$ cat config.mk
export PLATFORM = sky130hd
export DESIGN_NAME = epaper_dirty_rect_refresh_policy_core
export DESIGN_NICKNAME = d
export VERILOG_FILES = /design/src/hdl/edrr_pkg.sv /design/src/hdl/edrr_policy.sv /design/src/hdl/edrr_obuf.sv /design/src/hdl/epaper_dirty_rect_refresh_policy_core.sv
export SDC_FILE = /design/constraint.sdc
export NUM_CORES = 1
export LEC_CHECK = 0
export ABC_AREA = 0
export CORE_AREA = 5 5 191 175
export DETAILED_ROUTE_END_ITERATION = 7
export DIE_AREA = 0 0 196 180
export DONT_BUFFER_PORTS = 1
export PLACE_DENSITY = 0.67
export SLEW_MARGIN = 15
export SYNTH_ARGS = -nofsm -noshare
export SYNTH_HDL_FRONTEND = slang
export SYNTH_SLANG_ARGS = --single-unit
$ cat constraint.sdc
create_clock -name clk -period 9.2 [get_ports clk]
set_input_delay 2.3 -clock clk [delete_from_list [all_inputs] [get_ports clk]]
set_output_delay 2.3 -clock clk [all_outputs]
set_load 0.02 [all_outputs]
$ cat src/hdl/edrr_pkg.sv
// Shared types and constants for the e-paper dirty-rectangle refresh policy.
// Holds the transaction structs, operation and reason codes, and reset values.
// No dependencies.
`default_nettype none

package edrr_pkg;

  // Operation codes carried by an input transaction.
  localparam logic [1:0] OP_STAGE   = 2'd0;
  localparam logic [1:0] OP_REQUEST = 2'd1;
  localparam logic [1:0] OP_DONE    = 2'd2;
  localparam logic [1:0] OP_FORCE   = 2'd3;

  // Outcome codes of a refresh-done transaction.
  localparam logic [1:0] OUTCOME_OK        = 2'd0;
  localparam logic [1:0] OUTCOME_FAILED    = 2'd1;
  localparam logic [1:0] OUTCOME_RECOVERED = 2'd2;

  // Reasons reported for a full refresh.
  localparam logic [2:0] REASON_NONE     = 3'd0;
  localparam logic [2:0] REASON_FORCED   = 3'd1;
  localparam logic [2:0] REASON_LIMIT    = 3'd2;
  localparam logic [2:0] REASON_RECT     = 3'd3;
  localparam logic [2:0] REASON_RECOVERY = 3'd4;

  // Configuration register indexes.
  localparam logic [1:0] CFG_DISPLAY_WIDTH  = 2'd0;
  localparam logic [1:0] CFG_DISPLAY_HEIGHT = 2'd1;
  localparam logic [1:0] CFG_PARTIAL_CAP    = 2'd2;

  // Configuration reset values.
  localparam logic [10:0] DISPLAY_WIDTH_RST  = 11'd400;
  localparam logic [10:0] DISPLAY_HEIGHT_RST = 11'd300;
  localparam logic [7:0]  PARTIAL_CAP_RST    = 8'd10;

  // Saturation limits of the accumulated box; the width stays a multiple of eight.
  localparam logic [11:0] WIDTH_SAT  = 12'd2040;
  localparam logic [11:0] HEIGHT_SAT = 12'd2047;
  localparam logic [7:0]  TALLY_MAX  = 8'd255;

  typedef struct packed {
    logic [1:0]  operation;
    logic [9:0]  area_x;
    logic [9:0]  area_y;
    logic [10:0] area_w;
    logic [10:0] area_h;
    logic [1:0]  outcome;
  } edrr_in_t;

  typedef struct packed {
    logic [9:0]  dirty_left;
    logic [9:0]  dirty_top;
    logic [10:0] dirty_width;
    logic [10:0] dirty_height;
    logic        refresh_go;
    logic        full_refresh;
    logic [2:0]  full_cause;
    logic [7:0]  partial_tally;
    logic [7:0]  window_x_first_byte;
    logic [7:0]  window_x_last_byte;
    logic [10:0] window_y_last;
  } edrr_out_t;

  // Panel configuration as seen by the policy logic.
  typedef struct packed {
    logic [10:0] display_width;
    logic [10:0] display_height;
    logic [7:0]  partial_cap;
  } edrr_cfg_t;

endpackage

`default_nettype wire

$ cat src/hdl/edrr_policy.sv
// Dirty-rectangle accumulator and refresh decision for one transaction per cycle while accept is high.
// Holds the box and policy state; the result leaves combinationally to the buffer.
// Depends on edrr_pkg.
`default_nettype none

module edrr_policy
  import edrr_pkg::*;
(
  input  wire logic      clk,
  input  wire logic      rst_n,
  input  wire logic      accept,
  input  wire edrr_in_t  item,
  input  wire edrr_cfg_t cfg,
  output edrr_out_t      result
);

  logic [9:0]  acc_left_r, acc_left_nxt;
  logic [9:0]  acc_top_r, acc_top_nxt;
  logic [10:0] acc_width_r, acc_width_nxt;
  logic [10:0] acc_height_r, acc_height_nxt;
  logic        force_pending_r, force_pending_nxt;
  logic [7:0]  partial_counter_r, partial_counter_nxt;
  logic        awaiting_r, awaiting_nxt;
  logic        awaiting_full_r, awaiting_full_nxt;

  logic        acc_empty;
  logic [9:0]  x_aligned;
  logic [11:0] w_sum;
  logic [11:0] w_rounded;
  logic [9:0]  x0, y0;
  logic [11:0] ax, bx, ay, by, x1, y1;
  logic [11:0] w_union, h_union;
  logic [11:0] w_new, h_new;
  logic [2:0]  reason;
  logic        rect_is_full;
  logic [11:0] x_end;
  logic [10:0] y_end;
  logic [10:0] dw_minus1;

  // Staged rectangle alignment and bounding-box union.
  always_comb begin
    acc_empty = (acc_width_r == 11'd0) || (acc_height_r == 11'd0);
    x_aligned = {item.area_x[9:3], 3'b000};
    w_sum     = {1'b0, item.area_w} + 12'd7;
    w_rounded = {w_sum[11:3], 3'b000};
    x0 = (acc_left_r < x_aligned) ? acc_left_r : x_aligned;
    y0 = (acc_top_r < item.area_y) ? acc_top_r : item.area_y;
    ax = {2'b00, acc_left_r} + {1'b0, acc_width_r};
    bx = {2'b00, x_aligned} + w_rounded;
    ay = {2'b00, acc_top_r} + {1'b0, acc_height_r};
    by = {2'b00, item.area_y} + {1'b0, item.area_h};
    x1 = (ax > bx) ? ax : bx;
    y1 = (ay > by) ? ay : by;
    w_union = x1 - {2'b00, x0};
    h_union = y1 - {2'b00, y0};
    w_new = acc_empty ? w_rounded : w_union;
    h_new = acc_empty ? {1'b0, item.area_h} : h_union;
  end

  // Refresh decision and RAM window terms of the stored box.
  always_comb begin
    rect_is_full = (acc_left_r == 10'd0) && (acc_top_r == 10'd0) &&
                   (acc_width_r == cfg.display_width) &&
                   (acc_height_r == cfg.display_height);
    if (force_pending_r) begin
      reason = REASON_FORCED;
    end else if (partial_counter_r >= cfg.partial_cap) begin
      reason = REASON_LIMIT;
    end else if (rect_is_full) begin
      reason = REASON_RECT;
    end else begin
      reason = REASON_NONE;
    end
    x_end     = {2'b00, acc_left_r} + {1'b0, acc_width_r} - 12'd1;
    y_end     = {1'b0, acc_top_r} + acc_height_r - 11'd1;
    dw_minus1 = cfg.display_width - 11'd1;
  end

  // Next state and result of the current transaction.
  always_comb begin
    acc_left_nxt        = acc_left_r;
    acc_top_nxt         = acc_top_r;
    acc_width_nxt       = acc_width_r;
    acc_height_nxt      = acc_height_r;
    force_pending_nxt   = force_pending_r;
    partial_counter_nxt = partial_counter_r;
    awaiting_nxt        = awaiting_r;
    awaiting_full_nxt   = awaiting_full_r;
    result              = '0;

    case (item.operation)
      OP_STAGE: begin
        if ((item.area_w != 11'd0) && (item.area_h != 11'd0)) begin
          acc_left_nxt   = acc_empty ? x_aligned : x0;
          acc_top_nxt    = acc_empty ? item.area_y : y0;
          acc_width_nxt  = (w_new > WIDTH_SAT) ? WIDTH_SAT[10:0] : w_new[10:0];
          acc_height_nxt = (h_new > HEIGHT_SAT) ? HEIGHT_SAT[10:0] : h_new[10:0];
        end
      end
      OP_REQUEST: begin
        if (!acc_empty) begin
          result.refresh_go   = 1'b1;
          result.full_refresh = (reason != REASON_NONE);
          result.full_cause   = reason;
          if (reason != REASON_NONE) begin
            result.window_x_first_byte = 8'd0;
            result.window_x_last_byte  = dw_minus1[10:3];
            result.window_y_last       = cfg.display_height - 11'd1;
          end else begin
            result.window_x_first_byte = {1'b0, acc_left_r[9:3]};
            result.window_x_last_byte  = x_end[10:3];
            result.window_y_last       = y_end;
          end
          acc_left_nxt      = 10'd0;
          acc_top_nxt       = 10'd0;
          acc_width_nxt     = 11'd0;
          acc_height_nxt    = 11'd0;
          awaiting_nxt      = 1'b1;
          awaiting_full_nxt = (reason != REASON_NONE);
        end
      end
      OP_DONE: begin
        if (awaiting_r) begin
          if (item.outcome == OUTCOME_OK) begin
            force_pending_nxt = 1'b0;
            if (awaiting_full_r) begin
              partial_counter_nxt = 8'd0;
              result.full_refresh = 1'b1;
            end else if (partial_counter_r != TALLY_MAX) begin
              partial_counter_nxt = partial_counter_r + 8'd1;
            end
          end else if (item.outcome == OUTCOME_RECOVERED) begin
            force_pending_nxt   = 1'b0;
            partial_counter_nxt = 8'd0;
            result.full_refresh = 1'b1;
            result.full_cause   = REASON_RECOVERY;
          end
          awaiting_nxt = 1'b0;
        end
      end
      OP_FORCE: begin
        force_pending_nxt = 1'b1;
      end
      default: begin
        force_pending_nxt = force_pending_r;
      end
    endcase

    // A request that goes ahead shows the box it took; all others show the box after.
    if ((item.operation == OP_REQUEST) && !acc_empty) begin
      result.dirty_left   = acc_left_r;
      result.dirty_top    = acc_top_r;
      result.dirty_width  = acc_width_r;
      result.dirty_height = acc_height_r;
    end else begin
      result.dirty_left   = acc_left_nxt;
      result.dirty_top    = acc_top_nxt;
      result.dirty_width  = acc_width_nxt;
      result.dirty_height = acc_height_nxt;
    end
    result.partial_tally = partial_counter_nxt;
  end

  // State update on each accepted transaction.
  always_ff @(posedge clk) begin
    if (!rst_n) begin
      acc_left_r        <= 10'd0;
      acc_top_r         <= 10'd0;
      acc_width_r       <= 11'd0;
      acc_height_r      <= 11'd0;
      force_pending_r   <= 1'b0;
      partial_counter_r <= 8'd0;
      awaiting_r        <= 1'b0;
      awaiting_full_r   <= 1'b0;
    end else if (accept) begin
      acc_left_r        <= acc_left_nxt;
      acc_top_r         <= acc_top_nxt;
      acc_width_r       <= acc_width_nxt;
      acc_height_r      <= acc_height_nxt;
      force_pending_r   <= force_pending_nxt;
      partial_counter_r <= partial_counter_nxt;
      awaiting_r        <= awaiting_nxt;
      awaiting_full_r   <= awaiting_full_nxt;
    end
  end

endmodule

`default_nettype wire

$ cat src/hdl/edrr_obuf.sv
// Two-entry output buffer: a result register plus a skid register.
// Lets the policy accept a transaction while one result waits downstream.
// Depends on edrr_pkg.
`default_nettype none

module edrr_obuf
  import edrr_pkg::*;
(
  input  wire logic      clk,
  input  wire logic      rst_n,
  input  wire logic      push,
  input  wire edrr_out_t push_data,
  output logic           full,
  output logic           out_valid,
  input  wire logic      out_stall,
  output edrr_out_t      out_data
);

  logic      main_valid_r, main_valid_nxt;
  logic      skid_valid_r, skid_valid_nxt;
  edrr_out_t main_r, main_nxt;
  edrr_out_t skid_r, skid_nxt;
  logic      taken;

  assign taken     = main_valid_r && !out_stall;
  assign full      = skid_valid_r;
  assign out_valid = main_valid_r;
  assign out_data  = main_r;

  // The skid entry only fills when the result register is held by a stall.
  always_comb begin
    main_valid_nxt = main_valid_r;
    skid_valid_nxt = skid_valid_r;
    main_nxt       = main_r;
    skid_nxt       = skid_r;
    if (skid_valid_r) begin
      if (taken) begin
        main_nxt       = skid_r;
        skid_valid_nxt = 1'b0;
      end
    end else if (push) begin
      if (!main_valid_r || taken) begin
        main_nxt       = push_data;
        main_valid_nxt = 1'b1;
      end else begin
        skid_nxt       = push_data;
        skid_valid_nxt = 1'b1;
      end
    end else if (taken) begin
      main_valid_nxt = 1'b0;
    end
  end

  always_ff @(posedge clk) begin
    if (!rst_n) begin
      main_valid_r <= 1'b0;
      skid_valid_r <= 1'b0;
    end else begin
      main_valid_r <= main_valid_nxt;
      skid_valid_r <= skid_valid_nxt;
    end
  end

  // Payload registers need no reset.
  always_ff @(posedge clk) begin
    main_r <= main_nxt;
    skid_r <= skid_nxt;
  end

endmodule

`default_nettype wire

$ cat src/hdl/epaper_dirty_rect_refresh_policy_core.sv
// Top level of the e-paper dirty-rectangle refresh policy.
// Instantiates edrr_policy and edrr_obuf; depends on edrr_pkg.
//
// Usage: the input channel (in_valid, in_stall, in_data) carries one
// transaction per operation: stage a rectangle, request a refresh, report a
// refresh done, or force a full refresh. Every input transaction produces
// exactly one result transaction on the output channel (out_valid,
// out_stall, out_data), in order.
// The policy state updates in the cycle of acceptance and the result is
// registered in the output buffer before it is offered on out_data.
// Throughput is one transaction per cycle while in_stall is low; the decision is a single pass of
// compare, add and min/max logic on the stored box.
// A two-entry output buffer holds results while the receiver stalls; the
// input stays open while one result waits and raises in_stall only once
// both entries are full.
// The write port (cfg_we, cfg_index, cfg_wdata) sets panel width, panel
// height and the partial-refresh limit; write it only while idle.
// Synchronous reset clears the box, counters, flags and the output buffer
// and restores the default panel configuration.
`default_nettype none

module epaper_dirty_rect_refresh_policy_core
  import edrr_pkg::*;
(
  input  wire logic        clk,
  input  wire logic        rst_n,
  input  wire logic        in_valid,
  output logic             in_stall,
  input  wire edrr_in_t    in_data,
  output logic             out_valid,
  input  wire logic        out_stall,
  output edrr_out_t        out_data,
  input  wire logic        cfg_we,
  input  wire logic [1:0]  cfg_index,
  input  wire logic [10:0] cfg_wdata
);

  edrr_cfg_t cfg_r;
  edrr_out_t result;
  logic      accept;
  logic      buf_full;

  assign in_stall = buf_full;
  assign accept   = in_valid && !buf_full;

  // Configuration registers; an unused index is ignored.
  always_ff @(posedge clk) begin
    if (!rst_n) begin
      cfg_r.display_width  <= DISPLAY_WIDTH_RST;
      cfg_r.display_height <= DISPLAY_HEIGHT_RST;
      cfg_r.partial_cap    <= PARTIAL_CAP_RST;
    end else if (cfg_we) begin
      case (cfg_index)
        CFG_DISPLAY_WIDTH:  cfg_r.display_width  <= cfg_wdata;
        CFG_DISPLAY_HEIGHT: cfg_r.display_height <= cfg_wdata;
        CFG_PARTIAL_CAP:    cfg_r.partial_cap    <= cfg_wdata[7:0];
        default:            cfg_r <= cfg_r;
      endcase
    end
  end

  edrr_policy u_policy (
    .clk    (clk),
    .rst_n  (rst_n),
    .accept (accept),
    .item   (in_data),
    .cfg    (cfg_r),
    .result (result)
  );

  edrr_obuf u_obuf (
    .clk       (clk),
    .rst_n     (rst_n),
    .push      (accept),
    .push_data (result),
    .full      (buf_full),
    .out_valid (out_valid),
    .out_stall (out_stall),
    .out_data  (out_data)
  );

endmodule

`default_nettype wire

# --- Word-level counts from Yosys, hierarchy flattened ---
# Cells that the tools add are included.
op_classes:
  bitwise_logic: 3
  magnitude_cmp: 7
  addsub: 13
  reduce_logical: 37
  n_eq_ne: 14
  n_mux: 60
op_table:
  columns: ["operator", "n"]
  rows:
  - ["2-to-1 mux 82 bit", 4]
  - ["2-to-1 mux 10 bit", 8]
  - ["2-to-1 mux 11 bit", 6]
  - ["2-to-1 mux 27 bit", 2]
  - ["2-to-1 mux 12 bit", 4]
  - ["2-to-1 mux 8 bit", 6]
  - ["case mux 11 bit (2 select lines)", 2]
  - ["subtractor 11 x 1 -> 11 bit, second input constant", 4]
  - ["2-to-1 mux 42 bit", 1]
  - ["case mux 10 bit (2 select lines)", 2]
  - ["adder 10 x 11 -> 12 bit", 3]
  - ["2-to-1 mux 26 bit", 1]
  - ["greater-than comparator 12 x 11 -> 1 bit, second input constant", 2]
  - ["greater-than comparator 12 bit", 2]
  - ["subtractor 12 x 10 -> 12 bit", 2]
  - ["== test 11 bit", 2]
  - ["zero test 11 bit", 2]
  - ["nonzero test 11 bit", 2]
  - ["zero test 10 bit", 2]
  - ["< comparator 10 bit", 2]
  - ["AND reduction 3 bit", 5]
  - ["2-to-1 mux 1 bit", 14]
  - ["adder 10 x 12 -> 12 bit", 1]
  - ["adder 11 x 3 -> 12 bit, second input constant", 1]
  - ["other kinds (24)", 54]
totals:
  reg_bits: 249
  out_inout_bits: 84
  elab_cells: 169
  input_bits: 64

# --- Depth between registers and ports, before layout ---
# Gate-level depths: netlist of the first run.
depth:
  depth_word: 14
  depth_mapped: 31
  mapped_depth_nobuf: 30

# --- Modules after synthesis ---
# Synthesis of the first run repeated with hierarchy kept, for this count alone.
unflattened:
  hier_cells: 1637
  hier_area_um2: 16653.5
by_module_without_submodules:
  columns: ["mod", "seq_area_each_um2", "n_inst", "area_per_inst_um2", "cells_per_inst"]
  rows:
  - ["edrr_policy", 1061.0, 1, 9287.7, 1250]
  - ["edrr_obuf", 4964.8, 1, 6173.4, 269]
  - ["epaper_dirty_rect_refresh_policy_core", 600.6, 1, 1192.4, 118]

# --- Worst setup path before layout of the first run ---
# Ideal clock, no wire load.
synth_timing:
  path_type: "input -> register"
  from: "in in_data[13] in the netlist's numbering"
  to: "reg u_obuf.main_r, in the netlist u_obuf.out_data[53] (data pin)"
  path_stages: 29
  path_buffers: 1
  required_time_ps: 8944
  arrival_ps: 8262
  setup_time_ps: 256
  setup_slack_ps: 682
  cell_sequence: "nor3_2 -> xnor2_1 -> ha_1 -> inv_1 -> fa_1 -> o21ai_0 -> a311oi_1 -> maj3_1 -> ha_1 -> nand4_1 -> nor3_1 -> a2111oi_1 -> a31o_2 -> inv_1 -> clkbuf_1 -> nand2_1 -> ha_1 -> inv_1 -> fa_1 -> a21oi_1 -> o211ai_1 -> a31o_2 -> xor2_1 -> mux2i_1 -> or4_4 -> o31a_4 -> nand2_2 -> nor3_1 -> o22a_1"
synth_lines:
  columns: ["item", "line_no", "source"]
  rows:
  - ["start: declaration", "epaper_dirty_rect_refresh_policy_core.sv:29", "input wire edrr_in_t in_data,"]
  - ["end signal: assignment", "edrr_obuf.sv:66", "main_r <= main_nxt;"]
  - ["end: declaration", "edrr_obuf.sv:21", "edrr_out_t main_r, main_nxt;"]

==> impl_results.md, run 1 <==
* Min Hold Slack at approximately 0.50 ns
* Fmax at roughly 120 MHz
* Yosys cell types at between 80 and 90
* Max-Cap Viols at 0
* Syn_area_per_cell at a little under 10 µm²
* Synth warn at 0
* Routed Antenna Nets at 0
* FP Rows at 62
* CP Launch Point: in_data[13]
* Worst Skew at between 0.015 and 0.02 ns
* Post-synth top flop: edfxtp_1
* CP max FO at 5
* Number of diodes at 0
* Largest net degree at the start of global routing at a little over 80
* Post-Syn Instances at 1,640
* Tmin final at ~8.5 ns
* Post-DP Area at ~16,000 µm²
* IO Pins at between 100 and 150
* Deepest clock path buffer count at 3
* Fin. Hold Viols at 0
* Post-route DRC at 0
* Initial antenna violation count at 0
* Dpl cells at ~2,000
* Most common cell after layout, fill and taps aside: nand2_1
* Fraction of layout cells with a size suffix above 1 at 8.936%
* R2r endpoint: u_obuf.out_data[42]
* Post-CTS setup buffer count at 0
* Max VDD drop at roughly 0.13 mV
* CP max-delay cell: or4_4
* Asr flop ratio synth at 0%
* Vias in the first global route at about 12,000
* Setup crit end: u_obuf.out_data[53]
* Area delta synth->final at 8.600%
* Cell area after synthesis at 15,930 µm²
* Pin slew with the least headroom to its limit at roughly 1.2 ns
* R2R cell count at 27
* Slew Limit Fails at 0
* Seq/Total Area, Yosys at around two fifths
* DR vias at around 12,000
* Startpoint types: input pin
* H-tree depth at 1
* DRT iter0 DRCs at just under 900
* CTS tree: done
* Post-CTS Hold Fix Bufs at 0
* HP Class: flip-flop to flip-flop
* Non-filler cells, final at roughly 2,100
* Final worst path period share at between 90 and 100%
* Core Box Area at around 31,000 µm²
* Finished Cell Area at 17,300 µm²
* Final Wtd Congestion at 0.9220
* First-pass GRT wire length at about 67,000 µm
* Pwr dens at approximately 200 nW/µm²
* Total track usage at a little under a quarter
* Worst-path clk slew at 0.06 ns
* Critical path capture point type: flip-flop
* CP required at ~9.5 ns
* DR pass1 iterations at 5
* Post-synth EDFFs at about 160
* CTS Root Cell: clkbuf_16
* Die X at around 200 µm
* Mean routed wirelength per cell at between 20 and 25 µm
* Flop2flop setup slack at about 2.1 ns
* DIE HEIGHT at approximately 180 µm
* Rel. slew slack at between 20 and 25%
* Nets at around 1,800
* Setup violators final at 0
* Critical path class: input pin to flip-flop
* RSZ-0062 raised after global routing: false
* Outcome: complete, no violations
* Die area at 35,280 µm²
* CP Data Arrival Time at between 8 and 9 ns
* Seq cells post-synth at ~250
* RR Startpoint: u_policy.acc_height_r[3]
* Most frequent cells in the layout: nand2_1 (175), edfxtp_1 (162), ha_1 (127)
* CTS Buf Count at 27
* Port Buffer Count at 0
* Routed wire length at between 40,000 and 50,000 µm
* Leakage power at 7.076 nW
* Setup_tns at 0 ns
* Post-Syn Nets at 1,838
* Critical path's largest stage delay at about 0.57 ns
* Hpwl dp at 32,340 µm
* Vias per cell at ~6
* Clk_lat worst skew at approximately 0.54 ns
* CTS Sinks at between 200 and 250
* Initial core utilization at 50.83%
* Grt total ovfl at 0
* Post_cts resized at 0
## metrics by stage
stage	power (mW)	worst slack (ns)	util, %
after floorplan	2.062	0.6818	-
final	3.415	0.6867	55.20
after detailed placement	2.299	0.1314	52.28
after CTS	3.430	0.6603	55.19
after global routing	3.593	0.07651	55.20
after global placement	2.275	0.2804	52.28
## power by group
group	total [mW]	leakage [nW]	internal (mW)	switching, mW
Combinational	0.920	4.35	0.367	0.553
Sequential	1.37	2.28	1.27	0.0996
Clock	1.13	0.447	0.686	0.443
## critical path: cells and delay by family
kind,cells,cell delay [ns]
adders and majority gates,4,1.17
buffers and inverters,4,0.50
AOI/OAI and AO/OA,12,2.51
xor gates and xnor gates,3,0.65
and+or+nand+nor,7,1.52
muxes,1,0.13
## cell type report
cell class	instances	area (µm²)
clock buffers	34	711.9
clock inverters	15	202.7
fillers	2831	14040
inverters	118	442.9
multi-input cells	1210	8697
flip-flops and latches	247	6568
well taps	416	520.5
repair buffers	21	157.7
## logic make-up after synthesis
logic type | after synthesis | share of synthesized area (%)
AOI/OAI and AO/OA | 415 | 18.37
xor gates and xnor gates | 99 | 5.443
adders and majority gates | 135 | 10.92
buffers and inverters | 183 | 4.391
DFF | 247 | 41.22
muxes | 70 | 4.862
other | 1 | 0.02354
and+or+nand+nor | 490 | 14.77
## cell usage after synthesis (11+ instances only)
cell type | number | area share [%]
o21ai_0 | 57 | 1.8
inv_1 | 117 | 2.8
clkbuf_1 | 55 | 1.3
mux2_2 | 55 | 3.9
o211ai_1 | 13 | 0.61
o31ai_1 | 17 | 0.80
a22o_1 | 49 | 2.7
a21o_1 | 35 | 1.6
nor3_1 | 34 | 1.1
o21ai_1 | 11 | 0.35
xnor2_1 | 70 | 3.8
mux2i_1 | 14 | 0.88
nand3_1 | 27 | 0.85
nor2_1 | 105 | 2.5
nand2b_1 | 16 | 0.63
and2_1 | 22 | 0.86
o21bai_1 | 12 | 0.57
o21a_1 | 13 | 0.61
and3_1 | 15 | 0.59
nor2b_1 | 25 | 0.98
dfxtp_1 | 85 | 11
a21oi_1 | 81 | 2.5
nand2_1 | 175 | 4.1
xor2_1 | 29 | 1.6
ha_1 | 127 | 10
a221o_1 | 11 | 0.69
a211oi_1 | 19 | 0.90
nand4_1 | 14 | 0.55
edfxtp_1 | 162 | 31
nor4_1 | 17 | 0.67
a21boi_0 | 24 | 1.1
## per-layer routing
metal  wire length [µm]  share of wire, %  track usage [%]
met5                  0                 0                0
met1              19270                45            32.59
met2              20060                47            38.51
met4               1254               2.9            6.311
met3               2476               5.7            3.407
## worst min-delay path by stage
stage | start | end | slack (ns) | depth (start not counted)
CTS | u_policy.force_pending_r | u_policy.force_pending_r | 0.50 | 2
floorplan | cfg_r[28] | cfg_r[28] | 0.47 | 2
finish | u_policy.force_pending_r | u_policy.force_pending_r | 0.50 | 2
detailed placement | u_policy.force_pending_r | u_policy.force_pending_r | 0.49 | 2
global placement | u_policy.force_pending_r | u_policy.force_pending_r | 0.49 | 2
global route | cfg_r[28] | cfg_r[28] | 0.52 | 2
## registers in the layout (all words and copies together) (netlist names)
| register | cells |
|---|---|
| u_policy.acc_top_r | 10 |
| u_policy.awaiting_full_r | 1 |
| u_policy.acc_width_r | 11 |
| u_policy.partial_counter_r | 8 |
| u_policy.acc_height_r | 11 |
| u_policy.force_pending_r | 1 |
| u_obuf.skid_r | 81 |
| u_policy.awaiting_r | 1 |
| u_policy.acc_left_r | 10 |
| u_obuf.full | 1 |
| u_obuf.out_data | 81 |
| u_obuf.out_valid | 1 |
| cfg_r | 30 |
No activity file was read; power rests on OpenSTA's default activity.
==> run 2: changes to the inputs <==
ABC_AREA = 1   (was 0)
CORE_AREA = 5 5 200 183   (was 5 5 191 175)
DIE_AREA = 0 0 205 188   (was 0 0 196 180)
PLACE_DENSITY = 0.68   (was 0.67)
SETUP_SLACK_MARGIN = 0.15   (was not set)
==> impl_results.md, run 2 <==
* Outcome: complete, no violations
* Grt total ovfl at 0
* DR vias at 15,750
* CP max FO at 12
* Hpwl dp at between 30,000 and 40,000 µm
* Cell area after synthesis at about 18,000 µm²
* Post_cts resized at 0
* Setup_tns at 0 ns
* Post-synth EDFFs at approximately 160
* Tmin final at roughly 7.7 ns
* Yosys cell types at 59
* Worst hold stages at 2
* Syn_area_per_cell at 7.387 µm²
* DR pass1 iterations at 6
* R2R cell count at 30
* Nets at approximately 2,500
* Most frequent cell after synthesis: nand2_1
* Leakage power at 8.651 nW
* H-tree depth at 1
* Number of diodes at 0
* Critical path's largest stage delay at between 0.4 and 0.5 ns
* Leading post-synthesis cells by instance count: nand2_1 (625), inv_1 (303), a21oi_1 (189)
* RSZ-0062 raised after global routing: false
* Startpoint types: input pin
* Deepest clock path buffer count at 3
* Pwr dens at around 220 nW/µm²
* Most common cell after layout, fill and taps aside: nand2_1
* Initial core utilization at between 50 and 60%
* Clk_lat worst skew at roughly 0.55 ns
* Fraction of layout cells with a size suffix above 1 at 4.474%
* Slew Limit Fails at 0
* Port Buffer Count at 0
* First-pass GRT wire length at 81,640 µm
* Post-synth top area share at 27.72%
* Die X at just over 200 µm
* Die area at slightly below 40,000 µm²
* DRT iter0 DRCs at ~1,400
* Critical path capture point type: flip-flop
* Rel. slew slack at between 20% and 30%
* Post-synth top flop: edfxtp_1
* Fmax at roughly 130 MHz
* Largest net degree at the start of global routing at 83
* CP Data Arrival Time at 7.97 ns
* Routed Antenna Nets at 0
* Critical path depth at 44
* CTS Root Cell: clkbuf_16
* Seq/Total Area, Yosys at 37.41%
* Initial antenna violation count at 0
* DIE HEIGHT at between 150 and 200 µm
* Post-CTS setup buffer count at 0
* Critical path class: input pin to flip-flop
* IO Pins at roughly 150
* Crit-path most repeated cell: nand2_1
* Synth warn at 0
* Final worst path period share at between 80 and 90%
* Fin. Hold Viols at 0
* Post-Syn Nets at approximately 2,600
* Area contributors post-synth: edfxtp_1 (28%), nand2_1 (13%), dfxtp_1 (9.7%)
* WP buf/inv at 8
* CP max-delay cell: fa_1
* HP Class: flip-flop to flip-flop
* Setup violators final at 0
* Seq cells post-synth at roughly 250
* Vias in the first global route at between 15,000 and 20,000
* Routed wire length at between 50,000 and 60,000 µm
* Mean routed wirelength per cell at ~18 µm
* CTS Sinks at around 250
* FP Rows at 65
* Max-Cap Viols at 0
* Asr flop ratio synth at 0%
* Area leader, netlist: edfxtp_1
* CP top delay family: simple AND/OR/NAND/NOR gates
* CP required at ~9.5 ns
* Total track usage at 26.32%
* Most frequent cells in the layout: nand2_1 (624), inv_1 (301), a21oi_1 (188)
* CTS tree: done
* Post-CTS Hold Fix Bufs at 0
* Core Box Area at 34,400 µm²
* Post-Syn Instances at around 2,400
* CTS Buf Count at 26
* Area delta synth->final at 6.679%
* Pin slew with the least headroom to its limit at 1.154 ns
* Post-route DRC at 0
* Design Power at 4.151 mW
* Worst-path clk slew at roughly 0.06 ns
* Max VDD drop at 0.1450 mV
* Final Wtd Congestion at slightly below 1
* Vias per cell at around 5.6
* Worst Skew at between 0.02 and 0.025 ns
## run 2: changes by cell type in the layout (fill, tap and decap cells not counted), moves of 20 or more
cell | before | now
a21o_1 | 35 | 4
nand4_1 | 14 | 34
nor2_1 | 104 | 144
nand2_1 | 175 | 624
mux2_2 | 55 | 0
a21oi_1 | 80 | 188
nor2b_1 | 25 | 0
a22o_1 | 49 | 0
xnor2_1 | 70 | 20
o21ai_0 | 57 | 183
a21boi_0 | 24 | 3
nand3_1 | 27 | 160
inv_1 | 117 | 301
## run 2: final cells by class
type                       count  area, µm²
multi-input combinational   1726       9418
sequential                   247       6570
timing repair buffer          10      75.07
tap                          469      586.8
inverter                     316       1189
fill                        3286      15680
clock inverter                14      153.9
clock buffer                  34      732.0
## run 2: power by group
| part | leakage (nW) | total [mW] | switching (mW) | internal, mW |
|---|---|---|---|---|
| clock network | 0.436 | 1.09 | 0.448 | 0.646 |
| registers | 2.25 | 1.44 | 0.130 | 1.31 |
| logic | 5.96 | 1.62 | 1.09 | 0.525 |
## run 2: final timing paths
kind	from	end	slack (ns)
worst max-delay path	in_data[14]	u_obuf.skid_r[51]	1.53
worst min-delay path	cfg_r[4]	cfg_r[4]	0.47
worst max register to register	u_policy.acc_height_r[2]	u_obuf.out_data[40]	2.71
worst min register to register	cfg_r[4]	cfg_r[4]	0.47
## run 2: stage by stage
step	instances	util, %	setup slack [ns]	cell area (µm²)	hold slack (ns)
2_1_floorplan	2376	-	2.105	17550	0.4353
3_3_place_gp	2768	51.85	1.202	17840	0.4477
3_5_place_dp	2768	51.85	1.078	17840	0.4618
4_1_cts	2816	54.43	1.620	18720	0.4693
5_1_grt	2816	54.43	0.9676	18720	0.4935
6_report	2816	54.43	1.533	18720	0.4704
## run 2: worst reg2reg max path: cells and delay by family (launching register included)
kind                       cells  cell delay (ns)
xor gates and xnor gates       1             0.22
DFF                            1             0.49
AOI/OAI and AO/OA              5             1.37
and+or+nand+nor               17             2.34
adders and majority gates      3             0.99
buffers and inverters          4             0.82
## run 2: routing by layer
layer / global-route usage, % / share of wire [%]
met5: 0 / 0
met4: 9.892 / 4.3
met3: 3.839 / 6.0
met2: 43.59 / 46
met1: 34.97 / 43
## run 2: logic make-up after synthesis
| group | share of synthesized area [%] |
|---|---|
| XOR/XNOR | 3.094 |
| flip-flops | 37.41 |
| buffers and inverters | 9.068 |
| AO/OA/AOI/OAI | 14.31 |
| multiplexers | 0.05703 |
| adder cells (fa/ha/maj) | 9.852 |
| AND/OR/NAND/NOR | 26.18 |
| other | 0.02137 |
==> run 3: changes to the inputs <==
ABC_AREA = 0   (was 1)
CORE_AREA = 5 5 191 175   (was 5 5 200 183)
DIE_AREA = 0 0 196 180   (was 0 0 205 188)
PLACE_DENSITY = 0.7   (was 0.68)
clock period = 6.5 ns   (was 9.2 ns; I/O delays follow)
==> impl_results.md, run 3 (synthesis gave the netlist of run 1 again) <==
* Final Worst Setup Slack at -0.4155 ns
* Pwr dens at about 280 nW/µm²
* Final worst path period share at 106.4%
* Outcome: finished, violations left
* CP top delay family: compound AO/OA/AOI/OAI gates
* R2R cell count at 26
* Pin slew with the least headroom to its limit at approximately 1.0 ns
* Area delta synth->final at 22.75%
* Setup violators final at 25
* Flop2flop setup slack at ~0.16 ns
* Post-route DRC at 0
* Finished Cell Area at ~20,000 µm²
* Initial antenna violation count at 0
* First-pass GRT wire length at roughly 72,000 µm
* Startpoint types: input pin
* HP Class: flip-flop to flip-flop
* Tmin final at 6.916 ns
* Most common cell after layout, fill and taps aside: buf_4
* WP buf/inv at 6
* CTS tree: done
* Critical path class: input pin to flip-flop
* Post-CTS Hold Fix Bufs at 0
* Failing checks: setup timing
* Fraction of layout cells with a size suffix above 1 at between 20% and 30%
* DR pass1 iterations at 5
* Fmax at about 140 MHz
* Die area at around 35,000 µm²
* R2r endpoint: u_obuf.out_data[55]
* Fillers at approximately 2,600
* Nets at ~2,000
* Rel. slew slack at a little under a third
* Initial core utilization at between 50 and 60%
* CTS Buf Count at 28
* CTS Root Cell: clkbuf_16
* Routed Antenna Nets at 0
* HP Start: u_policy.force_pending_r
* CP Data Arrival Time at around 7.3 ns
* Max VDD drop at 0.2598 mV
* Total track usage at around 25%
* Max-Cap Viols at 0
* Clk_lat worst skew at roughly 0.55 ns
* CP required at approximately 6.9 ns
* Critical path's largest stage delay at roughly 0.47 ns
* Number of diodes at 0
* Largest net degree at the start of global routing at 61
* Core Box Area at between 30,000 and 40,000 µm²
* Mean routed wirelength per cell at 21.21 µm
* Hold Path Sink: u_policy.force_pending_r
* Fin. Hold Viols at 0
* RR Startpoint: u_policy.acc_left_r[1]
* IO Pins at about 150
* Worst-path clk slew at about 0.060 ns
* Grt total ovfl at 0
* DR vias at between 10,000 and 15,000
* Deepest clock path buffer count at 3
* DIE HEIGHT at ~180 µm
* Port Buffer Count at 0
* Critical path capture point type: flip-flop
* Most frequent cells in the layout: buf_4 (177), nand2_1 (166), edfxtp_1 (162)
* Vias per cell at ~6.0
* CP max-delay cell: or4_4
* Leakage power at ~8.3 nW
* Worst Skew at 0.02036 ns
* Pre-CTS WS at -1.137 ns
* Post-DP Area at around 18,000 µm²
* Die X at 196 µm
* H-tree depth at 1
* Slew Limit Fails at 0
* DRT iter0 DRCs at ~1,100
* Min Hold Slack at slightly above 0.5 ns
* FP Rows at 62
* Routed wire length at roughly 47,000 µm
* Hpwl dp at roughly 35,000 µm
* Worst hold stages at 2
* CP max FO at 7
* Crit-path most repeated cell: buf_4
* RSZ-0062 raised after global routing: true
* Vias in the first global route at ~13,000
* CTS Sinks at ~250
* Final Wtd Congestion at 0.9169
run 3: changes by cell type in the layout (fill, tap and decap cells not counted), moves of 50 or more:
cell     previous run  this run
o21ai_0           183        42
buf_4              10       177
inv_1             301       110
nand2_1           624       166
nand3_1           160        24
a21oi_1           188        65
mux2_2              0        50
run 3: area by class of cell:
type,count,area [µm²],share of cell area (%)
clock inverters,17,162.7,0.8318
clock buffers,35,778.2,3.980
repair buffers,195,1554,7.947
flip-flops and latches,247,6568,33.59
well taps,416,520.5,2.662
multi-input cells,1210,9524,48.70
inverters,118,447.9,2.291
run 3: worst max-delay path by stage:
| stage | from | end | slack [ns] | cells past startpoint |
|---|---|---|---|---|
| 2_1_floorplan | in_data[15] | u_obuf.out_data[53] | -0.71 | 28 |
| 3_3_place_gp | in_data[15] | u_obuf.out_data[55] | -0.99 | 27 |
| 3_5_place_dp | in_data[15] | u_obuf.out_data[54] | -1.14 | 27 |
| 4_1_cts | in_data[13] | u_obuf.out_data[55] | -0.36 | 29 |
| 5_1_grt | in_data[15] | u_obuf.out_data[55] | -0.62 | 29 |
| 6_report | in_data[15] | u_obuf.out_data[55] | -0.42 | 28 |
run 3: worst reg2reg max path: stages (launching register included):
cell	delay, ns
dfxtp_1	0.40
ha_1	0.27
a211oi_1	0.31
o21ai_0	0.25
a21o_1	0.21
a21oi_1	0.25
xnor2_1	0.20
inv_1	0.13
ha_1	0.33
a41oi_1	0.19
o21ai_1	0.13
a2111oi_4	0.41
a31o_4	0.19
inv_6	0.06
and2_4	0.18
fa_2	0.40
a21oi_2	0.17
o211ai_1	0.13
buf_4	0.16
buf_4	0.13
xnor2_2	0.13
nand4b_1	0.20
or4_4	0.47
o31a_4	0.41
nand3_2	0.11
o2111ai_2	0.15
a31oi_1	0.23
run 3: what timing repair did:
| item | CTS | global route |
|---|---|---|
| setup endpoints to repair | 53 | 66 |
| pin swaps | 58 | 76 |
| resized for setup | 45 | 78 |
| buffers inserted | 21 | 12 |
| cloned | 0 | 1 |
run 3: metrics by stage:
stage,utilization [%],std cells,power [mW],setup TNS (ns)
2_1_floorplan,-,1640,3.006,-14.37
3_3_place_gp,56.65,2152,3.574,-36.32
3_5_place_dp,56.65,2152,3.613,-43.49
4_1_cts,60.80,2225,5.298,-5.348
5_1_grt,62.40,2238,5.705,-12.17
6_report,62.40,2238,5.441,-6.228
run 3: per-layer routing:
layer	part of all wire, %	vias to the layer above	wire length [µm]	track usage, %
met1	42	6408	19830	33.14
met5	0	-	0	0
li1	-	6319	-	-
met4	4.3	0	2052	9.020
met2	47	520	22240	42.50
met3	7.0	118	3344	4.530
run 3: power by group:
part           total [mW]  switching (mW)  internal (mW)
clock                1.59           0.656          0.934
combinational        1.93            1.01          0.915
sequential           1.92           0.130           1.79
total                5.44            1.80           3.64
